## config.mk

```make
export PLATFORM = sky130hd
export DESIGN_NAME = dctcp_alpha_and_reroute_estimator_flat
export DESIGN_NICKNAME = d
export VERILOG_FILES = /design/src/design/dctcp_pkg.sv /design/src/design/dctcp_if.sv /design/src/design/dctcp_apb_regs.sv /design/src/design/dctcp_frac_div.sv /design/src/design/dctcp_alpha_and_reroute_estimator.sv /design/src/flat_wrapper.sv
export SDC_FILE = /design/constraint.sdc
export NUM_CORES = 2
export LEC_CHECK = 0
export BUFFER_PORTS_ARGS = -buffer_cell sky130_fd_sc_hd__buf_2
export CAP_MARGIN = 20
export CELL_PAD_IN_SITES_DETAIL_PLACEMENT = 1
export CELL_PAD_IN_SITES_GLOBAL_PLACEMENT = 1
export CORE_UTILIZATION = 45
export DETAILED_ROUTE_END_ITERATION = 6
export PLACE_DENSITY = 0.83
export SETUP_SLACK_MARGIN = 0.4
export SLEW_MARGIN = 20
export SYNTH_ARGS = -nofsm -noshare
export SYNTH_HDL_FRONTEND = slang
export SYNTH_SLANG_ARGS = --single-unit
```

## constraint.sdc

```tcl
create_clock -name clk -period 8.9 [get_ports clk]
set_clock_uncertainty 0.2 [all_clocks]
set_input_delay 0.445 -clock clk [delete_from_list [all_inputs] [get_ports clk]]
set_output_delay 0.445 -clock clk [all_outputs]
set_load 0.005 [all_outputs]
```

## src/design/dctcp_pkg.sv

```systemverilog
// Shared types and constants for the DCTCP alpha / reroute estimator.
// No dependencies; used by the register block, the divider and the top level.
package dctcp_pkg;

    localparam int unsigned Q_W = 17;                  // Q1.16 values
    localparam logic [Q_W-1:0] Q_ONE = 17'd65536;
    localparam int unsigned TOT_W = 32;
    localparam int unsigned SEQ_W = 31;
    localparam int unsigned CNT_W = 8;
    localparam int unsigned PADDR_W = 4;

    localparam logic [Q_W-1:0]   GAIN_RST = 17'd4096;
    localparam logic [Q_W-1:0]   THR_RST = 17'd3277;
    localparam logic [CNT_W-1:0] LIMIT_RST = 8'd1;

    typedef enum logic [1:0] {
        REG_EWMA_GAIN      = 2'd0,
        REG_REROUTE_ENABLE = 2'd1,
        REG_MARK_THRESHOLD = 2'd2,
        REG_RTT_LIMIT      = 2'd3
    } reg_idx_t;

    typedef enum logic [1:0] {
        REQ_ACK     = 2'd0,
        REQ_RTT     = 2'd1,
        REQ_TIMEOUT = 2'd2
    } req_kind_t;

    typedef enum logic [3:0] {
        S_IDLE,
        S_EXEC,
        S_DIV_START,
        S_DIV_WAIT,
        S_EWMA_MUL,
        S_EWMA_ADD,
        S_THR_MUL,
        S_THR_CMP,
        S_DONE
    } seq_state_t;

    typedef struct packed {
        logic [Q_W-1:0]   ewma_gain;
        logic             reroute_enable;
        logic [Q_W-1:0]   mark_threshold;
        logic [CNT_W-1:0] congested_rtt_limit;
    } cfg_t;

endpackage

```

## src/design/dctcp_if.sv

```systemverilog
// Valid/ready channel interfaces for the estimator: event requests in,
// estimate results out. No dependencies.
interface dctcp_req_if;
    logic               valid;
    logic               ready;
    logic [1:0]         req_type;
    logic [30:0]        ack_seq;
    logic               ecn_echo;
    logic signed [31:0] prior_ack;
    logic [30:0]        max_sent_seq;
    logic [30:0]        send_next_seq;

    modport source (
        output valid, req_type, ack_seq, ecn_echo, prior_ack, max_sent_seq,
               send_next_seq,
        input  ready
    );
    modport sink (
        input  valid, req_type, ack_seq, ecn_echo, prior_ack, max_sent_seq,
               send_next_seq,
        output ready
    );
endinterface

interface dctcp_rsp_if;
    logic        valid;
    logic        ready;
    logic [16:0] alpha;
    logic        alpha_updated;
    logic        reroute;
    logic [7:0]  reroute_count;

    modport source (
        output valid, alpha, alpha_updated, reroute, reroute_count,
        input  ready
    );
    modport sink (
        input  valid, alpha, alpha_updated, reroute, reroute_count,
        output ready
    );
endinterface

```

## src/design/dctcp_apb_regs.sv

```systemverilog
// APB configuration registers of the estimator (gain, enable, threshold, limit).
// Depends on dctcp_pkg.
module dctcp_apb_regs (
    input  logic                           clk,
    input  logic                           rst_n,
    input  logic                           psel,
    input  logic                           penable,
    input  logic                           pwrite,
    input  logic [dctcp_pkg::PADDR_W-1:0]  paddr,
    input  logic [31:0]                    pwdata,
    output logic [31:0]                    prdata,
    output logic                           pready,
    output dctcp_pkg::cfg_t                cfg
);
    import dctcp_pkg::*;

    cfg_t     cfg_reg;
    cfg_t     cfg_next;
    reg_idx_t idx;
    logic     wr_en;

    assign idx    = reg_idx_t'(paddr[3:2]);
    assign wr_en  = psel && penable && pwrite;
    assign pready = 1'b1;
    assign cfg    = cfg_reg;

    always_comb
    begin
        cfg_next = cfg_reg;
        if (wr_en)
        begin
            unique case (idx)
                REG_EWMA_GAIN:      cfg_next.ewma_gain = pwdata[Q_W-1:0];
                REG_REROUTE_ENABLE: cfg_next.reroute_enable = pwdata[0];
                REG_MARK_THRESHOLD: cfg_next.mark_threshold = pwdata[Q_W-1:0];
                REG_RTT_LIMIT:      cfg_next.congested_rtt_limit = pwdata[CNT_W-1:0];
            endcase
        end
    end

    always_comb
    begin
        unique case (idx)
            REG_EWMA_GAIN:      prdata = {15'd0, cfg_reg.ewma_gain};
            REG_REROUTE_ENABLE: prdata = {31'd0, cfg_reg.reroute_enable};
            REG_MARK_THRESHOLD: prdata = {15'd0, cfg_reg.mark_threshold};
            REG_RTT_LIMIT:      prdata = {24'd0, cfg_reg.congested_rtt_limit};
        endcase
    end

    always_ff @(posedge clk or negedge rst_n)
    begin
        if (!rst_n)
        begin
            cfg_reg.ewma_gain           <= GAIN_RST;
            cfg_reg.reroute_enable      <= 1'b0;
            cfg_reg.mark_threshold      <= THR_RST;
            cfg_reg.congested_rtt_limit <= LIMIT_RST;
        end
        else
        begin
            cfg_reg <= cfg_next;
        end
    end

endmodule

```

## src/design/dctcp_frac_div.sv

```systemverilog
// Radix-2 restoring divider for the marked fraction floor(num*2^16/den),
// clamped to 1.0 and zero for a zero denominator. Depends on dctcp_pkg.
module dctcp_frac_div (
    input  logic                          clk,
    input  logic                          rst_n,
    input  logic                          start,
    input  logic [dctcp_pkg::TOT_W-1:0]   num,
    input  logic [dctcp_pkg::TOT_W-1:0]   den,
    output logic                          done,
    output logic [dctcp_pkg::Q_W-1:0]     quot
);
    import dctcp_pkg::*;

    logic             busy_reg, busy_next;
    logic             done_reg, done_next;
    logic [3:0]       cnt_reg, cnt_next;
    logic [TOT_W:0]   rem_reg, rem_next;
    logic [TOT_W-1:0] den_reg, den_next;
    logic [15:0]      q_reg, q_next;
    logic [Q_W-1:0]   quot_reg, quot_next;
    logic [TOT_W:0]   shifted;
    logic             take;

    assign shifted = {rem_reg[TOT_W-1:0], 1'b0};
    assign take    = shifted >= {1'b0, den_reg};
    assign done    = done_reg;
    assign quot    = quot_reg;

    always_comb
    begin
        busy_next = busy_reg;
        done_next = 1'b0;
        cnt_next  = cnt_reg;
        rem_next  = rem_reg;
        den_next  = den_reg;
        q_next    = q_reg;
        quot_next = quot_reg;
        if (start)
        begin
            // marked >= acked means the fraction is 1.0 or more
            if (den == '0)
            begin
                quot_next = '0;
                done_next = 1'b1;
            end
            else if (num >= den)
            begin
                quot_next = Q_ONE;
                done_next = 1'b1;
            end
            else
            begin
                busy_next = 1'b1;
                cnt_next  = 4'd15;
                rem_next  = {1'b0, num};
                den_next  = den;
            end
        end
        else if (busy_reg)
        begin
            rem_next = take ? (shifted - {1'b0, den_reg}) : shifted;
            q_next   = {q_reg[14:0], take};
            cnt_next = cnt_reg - 4'd1;
            if (cnt_reg == 4'd0)
            begin
                busy_next = 1'b0;
                done_next = 1'b1;
                quot_next = {1'b0, q_reg[14:0], take};
            end
        end
    end

    always_ff @(posedge clk or negedge rst_n)
    begin
        if (!rst_n)
        begin
            busy_reg <= 1'b0;
            done_reg <= 1'b0;
            cnt_reg  <= '0;
        end
        else
        begin
            busy_reg <= busy_next;
            done_reg <= done_next;
            cnt_reg  <= cnt_next;
        end
    end

    always_ff @(posedge clk)
    begin
        rem_reg  <= rem_next;
        den_reg  <= den_next;
        q_reg    <= q_next;
        quot_reg <= quot_next;
    end

endmodule

```

## src/design/dctcp_alpha_and_reroute_estimator.sv

```systemverilog
// One event beat in, one result beat out. An ACK that moves the update barrier
// passes through the 16-step divider that forms the marked fraction, then one
// multiply and one add for the EWMA; the divider returns 1.0 at once when
// every acked byte is marked. Other ACKs and timeouts, and RTT ticks with
// rerouting disabled, go straight to the result; an RTT tick with rerouting
// enabled uses the one shared 18x33 multiplier, then a compare.
// A new event is accepted as soon as the sequencer is idle, while the
// previous result may still wait in the output register.
// Depends on dctcp_pkg, dctcp_if, dctcp_apb_regs and dctcp_frac_div.
module dctcp_alpha_and_reroute_estimator (
    input  logic                          clk,
    input  logic                          rst_n,
    input  logic                          psel,
    input  logic                          penable,
    input  logic                          pwrite,
    input  logic [dctcp_pkg::PADDR_W-1:0] paddr,
    input  logic [31:0]                   pwdata,
    output logic [31:0]                   prdata,
    output logic                          pready,
    dctcp_req_if.sink                     req,
    dctcp_rsp_if.source                   rsp
);
    import dctcp_pkg::*;

    cfg_t cfg;

    dctcp_apb_regs u_regs (
        .clk     (clk),
        .rst_n   (rst_n),
        .psel    (psel),
        .penable (penable),
        .pwrite  (pwrite),
        .paddr   (paddr),
        .pwdata  (pwdata),
        .prdata  (prdata),
        .pready  (pready),
        .cfg     (cfg)
    );

    seq_state_t state_reg, state_next;

    // latched event
    logic [1:0]         type_reg, type_next;
    logic [SEQ_W-1:0]   seq_reg, seq_next;
    logic               ecn_reg, ecn_next;
    logic signed [31:0] hack_reg, hack_next;
    logic [SEQ_W-1:0]   maxs_reg, maxs_next;
    logic [SEQ_W-1:0]   nexts_reg, nexts_next;

    // flow state
    logic [TOT_W-1:0] acked_reg, acked_next;
    logic [TOT_W-1:0] marked_reg, marked_next;
    logic [TOT_W-1:0] rtt_acked_reg, rtt_acked_next;
    logic [TOT_W-1:0] rtt_marked_reg, rtt_marked_next;
    logic [SEQ_W-1:0] barrier_reg, barrier_next;
    logic [Q_W-1:0]   alpha_reg, alpha_next;
    logic [CNT_W-1:0] cong_reg, cong_next;
    logic [CNT_W-1:0] reroutes_reg, reroutes_next;
    logic             updated_reg, updated_next;
    logic             rr_reg, rr_next;

    // result register
    logic             out_valid_reg, out_valid_next;
    logic [Q_W-1:0]   out_alpha_reg, out_alpha_next;
    logic             out_upd_reg, out_upd_next;
    logic             out_rr_reg, out_rr_next;
    logic [CNT_W-1:0] out_cnt_reg, out_cnt_next;

    // shared multiplier
    logic signed [17:0] mul_a;
    logic signed [32:0] mul_b;
    logic signed [50:0] mul_reg, mul_next;

    logic             div_start;
    logic             div_done;
    logic [Q_W-1:0]   div_quot;

    logic signed [33:0] diff;
    logic [TOT_W-1:0]   amt;
    logic [Q_W-1:0]     gain;
    logic signed [17:0] frac_delta;
    logic signed [50:0] ewma_sum;
    logic signed [34:0] ewma_new;
    logic               congested;
    logic [CNT_W-1:0]   cong_inc;
    logic               accept;

    function automatic logic [TOT_W-1:0] sat_add(input logic [TOT_W-1:0] a,
                                                 input logic [TOT_W-1:0] b);
        logic [TOT_W:0] s;
        s = {1'b0, a} + {1'b0, b};
        return s[TOT_W] ? '1 : s[TOT_W-1:0];
    endfunction

    dctcp_frac_div u_div (
        .clk   (clk),
        .rst_n (rst_n),
        .start (div_start),
        .num   (marked_reg),
        .den   (acked_reg),
        .done  (div_done),
        .quot  (div_quot)
    );

    assign div_start = (state_reg == S_DIV_START);
    assign accept    = req.valid && req.ready;
    assign req.ready = (state_reg == S_IDLE);

    assign rsp.valid         = out_valid_reg;
    assign rsp.alpha         = out_alpha_reg;
    assign rsp.alpha_updated = out_upd_reg;
    assign rsp.reroute       = out_rr_reg;
    assign rsp.reroute_count = out_cnt_reg;

    // acked amount: exact difference, 1 when not positive
    assign diff = $signed({3'b000, seq_reg}) - $signed({{2{hack_reg[31]}}, hack_reg});
    assign amt  = (diff <= 34'sd0) ? 32'd1 : diff[TOT_W-1:0];

    assign gain       = cfg.ewma_gain[Q_W-1] ? Q_ONE : cfg.ewma_gain;
    assign frac_delta = $signed({1'b0, div_quot}) - $signed({1'b0, alpha_reg});

    // (1-g)*a + g*f == a*2^16 + g*(f-a)
    assign ewma_sum = $signed({18'd0, alpha_reg, 16'd0}) + mul_reg + 51'sd32768;
    assign ewma_new = ewma_sum[50:16];

    assign congested = (rtt_acked_reg != '0) &&
                       ({1'b0, rtt_marked_reg, 16'd0} > mul_reg[48:0]);
    assign cong_inc  = cong_reg + 8'd1;

    always_comb
    begin
        if (state_reg == S_THR_MUL)
        begin
            mul_a = $signed({1'b0, cfg.mark_threshold});
            mul_b = $signed({1'b0, rtt_acked_reg});
        end
        else
        begin
            mul_a = $signed({1'b0, gain});
            mul_b = {{15{frac_delta[17]}}, frac_delta};
        end
        mul_next = 51'(mul_a * mul_b);
    end

    always_comb
    begin
        state_next      = state_reg;
        type_next       = type_reg;
        seq_next        = seq_reg;
        ecn_next        = ecn_reg;
        hack_next       = hack_reg;
        maxs_next       = maxs_reg;
        nexts_next      = nexts_reg;
        acked_next      = acked_reg;
        marked_next     = marked_reg;
        rtt_acked_next  = rtt_acked_reg;
        rtt_marked_next = rtt_marked_reg;
        barrier_next    = barrier_reg;
        alpha_next      = alpha_reg;
        cong_next       = cong_reg;
        reroutes_next   = reroutes_reg;
        updated_next    = updated_reg;
        rr_next         = rr_reg;
        out_valid_next  = out_valid_reg && !rsp.ready;
        out_alpha_next  = out_alpha_reg;
        out_upd_next    = out_upd_reg;
        out_rr_next     = out_rr_reg;
        out_cnt_next    = out_cnt_reg;

        unique case (state_reg)
            S_IDLE:
            begin
                if (accept)
                begin
                    type_next    = req.req_type;
                    seq_next     = req.ack_seq;
                    ecn_next     = req.ecn_echo;
                    hack_next    = req.prior_ack;
                    maxs_next    = req.max_sent_seq;
                    nexts_next   = req.send_next_seq;
                    updated_next = 1'b0;
                    rr_next      = 1'b0;
                    state_next   = S_EXEC;
                end
            end
            S_EXEC:
            begin
                state_next = S_DONE;
                unique case (req_kind_t'(type_reg))
                    REQ_ACK:
                    begin
                        acked_next     = sat_add(acked_reg, amt);
                        rtt_acked_next = sat_add(rtt_acked_reg, amt);
                        if (ecn_reg)
                        begin
                            marked_next     = sat_add(marked_reg, amt);
                            rtt_marked_next = sat_add(rtt_marked_reg, amt);
                        end
                        if (seq_reg > barrier_reg)
                        begin
                            barrier_next = maxs_reg;
                            state_next   = S_DIV_START;
                        end
                    end
                    REQ_RTT:
                    begin
                        if (cfg.reroute_enable)
                        begin
                            state_next = S_THR_MUL;
                        end
                    end
                    REQ_TIMEOUT:
                    begin
                        barrier_next = nexts_reg;
                        if (cfg.reroute_enable)
                        begin
                            reroutes_next   = reroutes_reg + 8'd1;
                            rr_next         = 1'b1;
                            cong_next       = '0;
                            rtt_acked_next  = '0;
                            rtt_marked_next = '0;
                        end
                    end
                    default:
                    begin
                        // unused event code: report only
                    end
                endcase
            end
            S_DIV_START:
            begin
                state_next = S_DIV_WAIT;
            end
            S_DIV_WAIT:
            begin
                if (div_done)
                begin
                    state_next = S_EWMA_MUL;
                end
            end
            S_EWMA_MUL:
            begin
                state_next = S_EWMA_ADD;
            end
            S_EWMA_ADD:
            begin
                alpha_next   = (ewma_new > 35'sd65536) ? Q_ONE : ewma_new[Q_W-1:0];
                acked_next   = '0;
                marked_next  = '0;
                updated_next = 1'b1;
                state_next   = S_DONE;
            end
            S_THR_MUL:
            begin
                state_next = S_THR_CMP;
            end
            S_THR_CMP:
            begin
                if (congested)
                begin
                    if (cong_inc >= cfg.congested_rtt_limit)
                    begin
                        reroutes_next = reroutes_reg + 8'd1;
                        rr_next       = 1'b1;
                        cong_next     = '0;
                    end
                    else
                    begin
                        cong_next = cong_inc;
                    end
                end
                else
                begin
                    cong_next = '0;
                end
                rtt_acked_next  = '0;
                rtt_marked_next = '0;
                state_next      = S_DONE;
            end
            S_DONE:
            begin
                if (!out_valid_reg || rsp.ready)
                begin
                    out_valid_next = 1'b1;
                    out_alpha_next = alpha_reg;
                    out_upd_next   = updated_reg;
                    out_rr_next    = rr_reg;
                    out_cnt_next   = reroutes_reg;
                    state_next     = S_IDLE;
                end
            end
            default:
            begin
                state_next = S_IDLE;
            end
        endcase
    end

    always_ff @(posedge clk or negedge rst_n)
    begin
        if (!rst_n)
        begin
            state_reg      <= S_IDLE;
            acked_reg      <= '0;
            marked_reg     <= '0;
            rtt_acked_reg  <= '0;
            rtt_marked_reg <= '0;
            barrier_reg    <= '0;
            alpha_reg      <= '0;
            cong_reg       <= '0;
            reroutes_reg   <= '0;
            out_valid_reg  <= 1'b0;
        end
        else
        begin
            state_reg      <= state_next;
            acked_reg      <= acked_next;
            marked_reg     <= marked_next;
            rtt_acked_reg  <= rtt_acked_next;
            rtt_marked_reg <= rtt_marked_next;
            barrier_reg    <= barrier_next;
            alpha_reg      <= alpha_next;
            cong_reg       <= cong_next;
            reroutes_reg   <= reroutes_next;
            out_valid_reg  <= out_valid_next;
        end
    end

    always_ff @(posedge clk)
    begin
        type_reg      <= type_next;
        seq_reg       <= seq_next;
        ecn_reg       <= ecn_next;
        hack_reg      <= hack_next;
        maxs_reg      <= maxs_next;
        nexts_reg     <= nexts_next;
        updated_reg   <= updated_next;
        rr_reg        <= rr_next;
        mul_reg       <= mul_next;
        out_alpha_reg <= out_alpha_next;
        out_upd_reg   <= out_upd_next;
        out_rr_reg    <= out_rr_next;
        out_cnt_reg   <= out_cnt_next;
    end

`ifndef SYNTHESIS
    a_alpha_range: assert property (@(posedge clk) disable iff (!rst_n)
        alpha_reg <= Q_ONE)
        else $error("alpha above 1.0");

    a_alpha_only_in_ewma: assert property (@(posedge clk) disable iff (!rst_n)
        (state_reg != S_EWMA_ADD) |=> $stable(alpha_reg))
        else $error("alpha changed outside the EWMA step");

    a_reroute_step: assert property (@(posedge clk) disable iff (!rst_n)
        !$stable(reroutes_reg) |-> (reroutes_reg == 8'($past(reroutes_reg) + 8'd1)))
        else $error("reroute count moved by other than one");

    a_div_done_when_waiting: assert property (@(posedge clk) disable iff (!rst_n)
        div_done |-> (state_reg == S_DIV_WAIT))
        else $error("divider finished while sequencer not waiting");
`endif

endmodule
```

## src/flat_wrapper.sv

```systemverilog
// flat-port wrapper written by rule: the top's interface ports become plain ports
module dctcp_alpha_and_reroute_estimator_flat import dctcp_pkg::*;
  (clk, rst_n, psel, penable, pwrite, paddr, pwdata, prdata, pready, req_valid, req_req_type, req_ack_seq, req_ecn_echo, req_prior_ack, req_max_sent_seq, req_send_next_seq, req_ready, rsp_valid, rsp_alpha, rsp_alpha_updated, rsp_reroute, rsp_reroute_count, rsp_ready);
  dctcp_req_if req_i ();
  dctcp_rsp_if rsp_i ();
  input  logic clk;
  input  logic rst_n;
  input  logic psel;
  input  logic penable;
  input  logic pwrite;
  input  logic [dctcp_pkg::PADDR_W-1:0] paddr;
  input  logic [31:0] pwdata;
  output logic [31:0] prdata;
  output logic pready;
  input wire logic [$bits(req_i.valid)-1:0] req_valid;
  input wire logic [$bits(req_i.req_type)-1:0] req_req_type;
  input wire logic [$bits(req_i.ack_seq)-1:0] req_ack_seq;
  input wire logic [$bits(req_i.ecn_echo)-1:0] req_ecn_echo;
  input wire logic [$bits(req_i.prior_ack)-1:0] req_prior_ack;
  input wire logic [$bits(req_i.max_sent_seq)-1:0] req_max_sent_seq;
  input wire logic [$bits(req_i.send_next_seq)-1:0] req_send_next_seq;
  output wire logic [$bits(req_i.ready)-1:0] req_ready;
  output wire logic [$bits(rsp_i.valid)-1:0] rsp_valid;
  output wire logic [$bits(rsp_i.alpha)-1:0] rsp_alpha;
  output wire logic [$bits(rsp_i.alpha_updated)-1:0] rsp_alpha_updated;
  output wire logic [$bits(rsp_i.reroute)-1:0] rsp_reroute;
  output wire logic [$bits(rsp_i.reroute_count)-1:0] rsp_reroute_count;
  input wire logic [$bits(rsp_i.ready)-1:0] rsp_ready;
  assign req_i.valid = req_valid;
  assign req_i.req_type = req_req_type;
  assign req_i.ack_seq = req_ack_seq;
  assign req_i.ecn_echo = req_ecn_echo;
  assign req_i.prior_ack = req_prior_ack;
  assign req_i.max_sent_seq = req_max_sent_seq;
  assign req_i.send_next_seq = req_send_next_seq;
  assign req_ready = req_i.ready;
  assign rsp_valid = rsp_i.valid;
  assign rsp_alpha = rsp_i.alpha;
  assign rsp_alpha_updated = rsp_i.alpha_updated;
  assign rsp_reroute = rsp_i.reroute;
  assign rsp_reroute_count = rsp_i.reroute_count;
  assign rsp_i.ready = rsp_ready;
  dctcp_alpha_and_reroute_estimator u_core (.clk(clk), .rst_n(rst_n), .psel(psel), .penable(penable), .pwrite(pwrite), .paddr(paddr), .pwdata(pwdata), .prdata(prdata), .pready(pready), .req(req_i), .rsp(rsp_i));
endmodule
```

==> run_results.csv <==
group,metric,value,unit
run_status,outcome,"complete, but fails checks",
run_status,violated_checks,"setup timing",
detailed_routing,vias_per_cell,6.03,
sta,finalCriticalPeriod,8.99,ns
sta,worst_pin_slew,1.25,ns
sta,timing.slew.headroom,0.167,
detailed_routing,overall_via_count_from_detail_route,49400,
detailed_routing,wl,211000,µm
synth,yosysTopAreaCellShare,0.199,
grt,grt.met1_usage,0.409,
grt,total_congestion_overflow,0,
critical_path,crit_required,9.29,ns
grt,grt_start_max_net_pins,134,
layout,largest_reg_flops,51,
sta,finalSetupViolations,10,
sta,final_worst_setup_slack,-0.0931,ns
layout,final_cell_area,64200,µm²
sta,setup_tns,-0.657,ns
grt,gr-usage-met3,0.0599,
placement,detailed_place_hpwl,152000,µm
synth,yosysUniqueCellTypes,87,
floorplanning,effective_utilization_at_floorplan,0.455,
layout,n_fill_cell,13700,
critical_path,worst_setup_path_end_kind,"flop",
detailed_routing,detail_route.iter0.violations,4356,
floorplanning,fp-row-count,127,
placement,pre_cts_ws,-0.539,ns
critical_path,path_common_cell,"fa_1",
layout,area_used_by_multi_input_combinational_logic,36700,µm²
critical_path,criticalPathCategory,"reg2reg",
detailed_routing,detail_route.wl_per_cell,25.9,µm
grt,grt_antenna_before_repair,16,
sta,finalCritPeriodShare,1.01,
synth,postSynth.asyncResetShare,0.447,
synth,yosys.cell_count.top_type,"inv_1",
floorplanning,core_area,120000,µm²
grt,grtUsageTotal,0.336,
floorplanning,die_area,123000,µm²
clocking,cts_tree,"done",
layout,sequential_cell_area,14800,µm²
synth,ys_seq_elements,550,
clocking,cts_max_path_buffers,3,
critical_path,setup.worst_path.start_class,"flop",
sta,achievable-frequency,0.111,GHz
grt,top_usage_layer,"met2",
clocking,cts_htree_levels,3,
synth,netlist_top_cells_count,"877 x inv_1, 658 x nand2_1, 544 x fa_1",
synth,post_synth_edffs,253,
clocking,clock_sink_count,550,
layout,syn2layout_area_growth,17.3,%
sta,holdWs,0.0986,ns
placement,gp_routability_congestion,0.938,
worst_hold_path,min_path_type,"in2reg",
grt,grt_pass1_wl,315000,µm
synth,synthesis.area,54800,µm²
synth,yosysWarnings,0,
synth,synth.top_cells.by_area,"fa_1 20%, edfxtp_1 14%, dfrtp_1 11%",
clocking,worst_skew_pair_latency,0.67,ns
detailed_routing,drc,0,
floorplanning,die_w,351,µm
synth,register_area_share_after_synthesis,0.270,
synth,post-synth-top-area-cell,"fa_1",
detailed_routing,drtAntennaViolNets,0,
layout,layout-drive-gt1-share,0.130,
synth,postSynth.topFlopCell,"edfxtp_1",
critical_path,crit_path_max_delay_cell_type,"fa_1",
placement,placement.io_buffers,199,
synth,post_synth.cell_area_avg,9.14,µm²
grt,first_global_vias,52900,
floorplanning,fp.dieH,351,µm
clocking,cts_made_buffers,69,
critical_path,cp_max_fo,8,
clocking,worst_setup_hold_path_clk_slew,0.06,ns
grt,gr-usage-met2,0.552,
critical_path,cpPeakStageDelay,0.59,ns
synth,post_synth_inst_count,5992,
detailed_routing,drt_pass1_iterations,6,
critical_path,arrival,9.38,ns
job,max-cap-violations,0,
sta,timing_hold_violations_final,0,
floorplanning,top_level_ports,233,
sta,rsz0062_at_grt,"true",
layout,final_net_count,7666,
placement,placement.cell_area,59200,µm²
clocking,ctsRootBufferMaster,"clkbuf_16",
sta,timing.final.max_slew_violations,0,
stage by stage:
stage                util  instances
floorplan               -       6006
global placement    0.492       7852
CTS                 0.529       8146
detailed placement  0.492       7852
global route        0.534       8175
finish              0.534       8181
layout by cell type (no fill, tap or decap), drive strengths merged, types with 14 or more instances in the layout:
cell type,instances
nand2,658
a22o,18
nor3b,22
and2,60
conb,16
nor2b,45
nand4,55
o21ai,259
clkbuf,97
fa,544
or2,22
o21a,55
and3,39
nor2,490
or3,22
a31oi,56
buf,505
mux2,53
clkinv,16
a211oi,37
a32oi,25
nand3,72
o21bai,37
dlygate4sd3,147
edfxtp,253
nor4,39
mux2i,54
a21o,198
nor3,90
dfxtp,51
o211ai,19
a32o,14
nand2b,50
xor2,81
xnor2,151
inv,879
o31ai,37
ha,451
dfrtp,237
a21oi,397
kinds of logic (layout without fill, tap and decap cells):
group | after synthesis | in the layout | share of synthesized area
flip-flops | 550 | 550 | 0.270
multiplexers | 108 | 108 | 0.0212
adder cells (fa/ha/maj) | 995 | 995 | 0.302
buffers and inverters | 1107 | 1657 | 0.0771
AND/OR/NAND/NOR | 1699 | 1699 | 0.140
XOR/XNOR | 232 | 232 | 0.0371
other | 2 | 29 | 0.000137
AO/OA/AOI/OAI | 1299 | 1299 | 0.152
final timing paths:
| check | to | slack, ns | cells after the start | startpoint |
|---|---|---|---|---|
| max in group asynchronous | u_core.u_regs.cfg[16]$_DFFE_PN0P_ | 7.07 | 3 | rst_n |
| min in group asynchronous | u_core.marked_reg[21]$_DFFE_PN0P_ | 0.11 | 2 | rst_n |
| worst min register to register | u_core.u_div.q_reg[14]$_DFFE_PP_ | 0.25 | 0 | u_core.u_div.q_reg[13]$_DFFE_PP_ |
| worst max-delay path | u_core.mul_reg[46]$_DFF_P_ | -0.09 | 39 | u_core.alpha_reg[0]$_DFFE_PN0P_ |
| worst max register to register | u_core.mul_reg[46]$_DFF_P_ | -0.09 | 39 | u_core.alpha_reg[0]$_DFFE_PN0P_ |
| worst min-delay path | u_core.u_regs.cfg[25]$_DFFE_PN0P_ | 0.1 | 4 | penable |
cell type report:
| type | instances | area share |
|---|---|---|
| antenna | 13 | 0.000507 |
| multi-input combinational | 4349 | 0.571 |
| clock inverter | 30 | 0.00727 |
| tap | 1612 | 0.0314 |
| sequential | 550 | 0.230 |
| timing repair buffer | 652 | 0.0774 |
| clock buffer | 97 | 0.0310 |
| inverter | 878 | 0.0514 |
worst max-delay path, delay by kind of cell (launching register included):
family	cells	cell delay, ns
compound gates	13	2.18
xor+xnor	2	0.33
fa+ha+maj	9	4.03
buf+inv	11	1.22
flops	1	0.41
simple gates	4	0.57
per-layer routing:
metal / vias up / part of all wire
met4: 4 / 0.074
met3: 858 / 0.074
met2: 2339 / 0.47
met1: 25000 / 0.38
li1: 21200 / -
met5: - / 0.00013
timing repair:
item                       CTS  global route
buffers inserted            20            21
gates resized for setup     83            75
pin swaps                  112            67
hold buffers               147             0
setup endpoints to repair   25            63
hold endpoints to repair   285             0
Power is left out: the tool's default activity adds up to more than one toggle a clock period on the data nets, which glitch-free logic cannot reach.
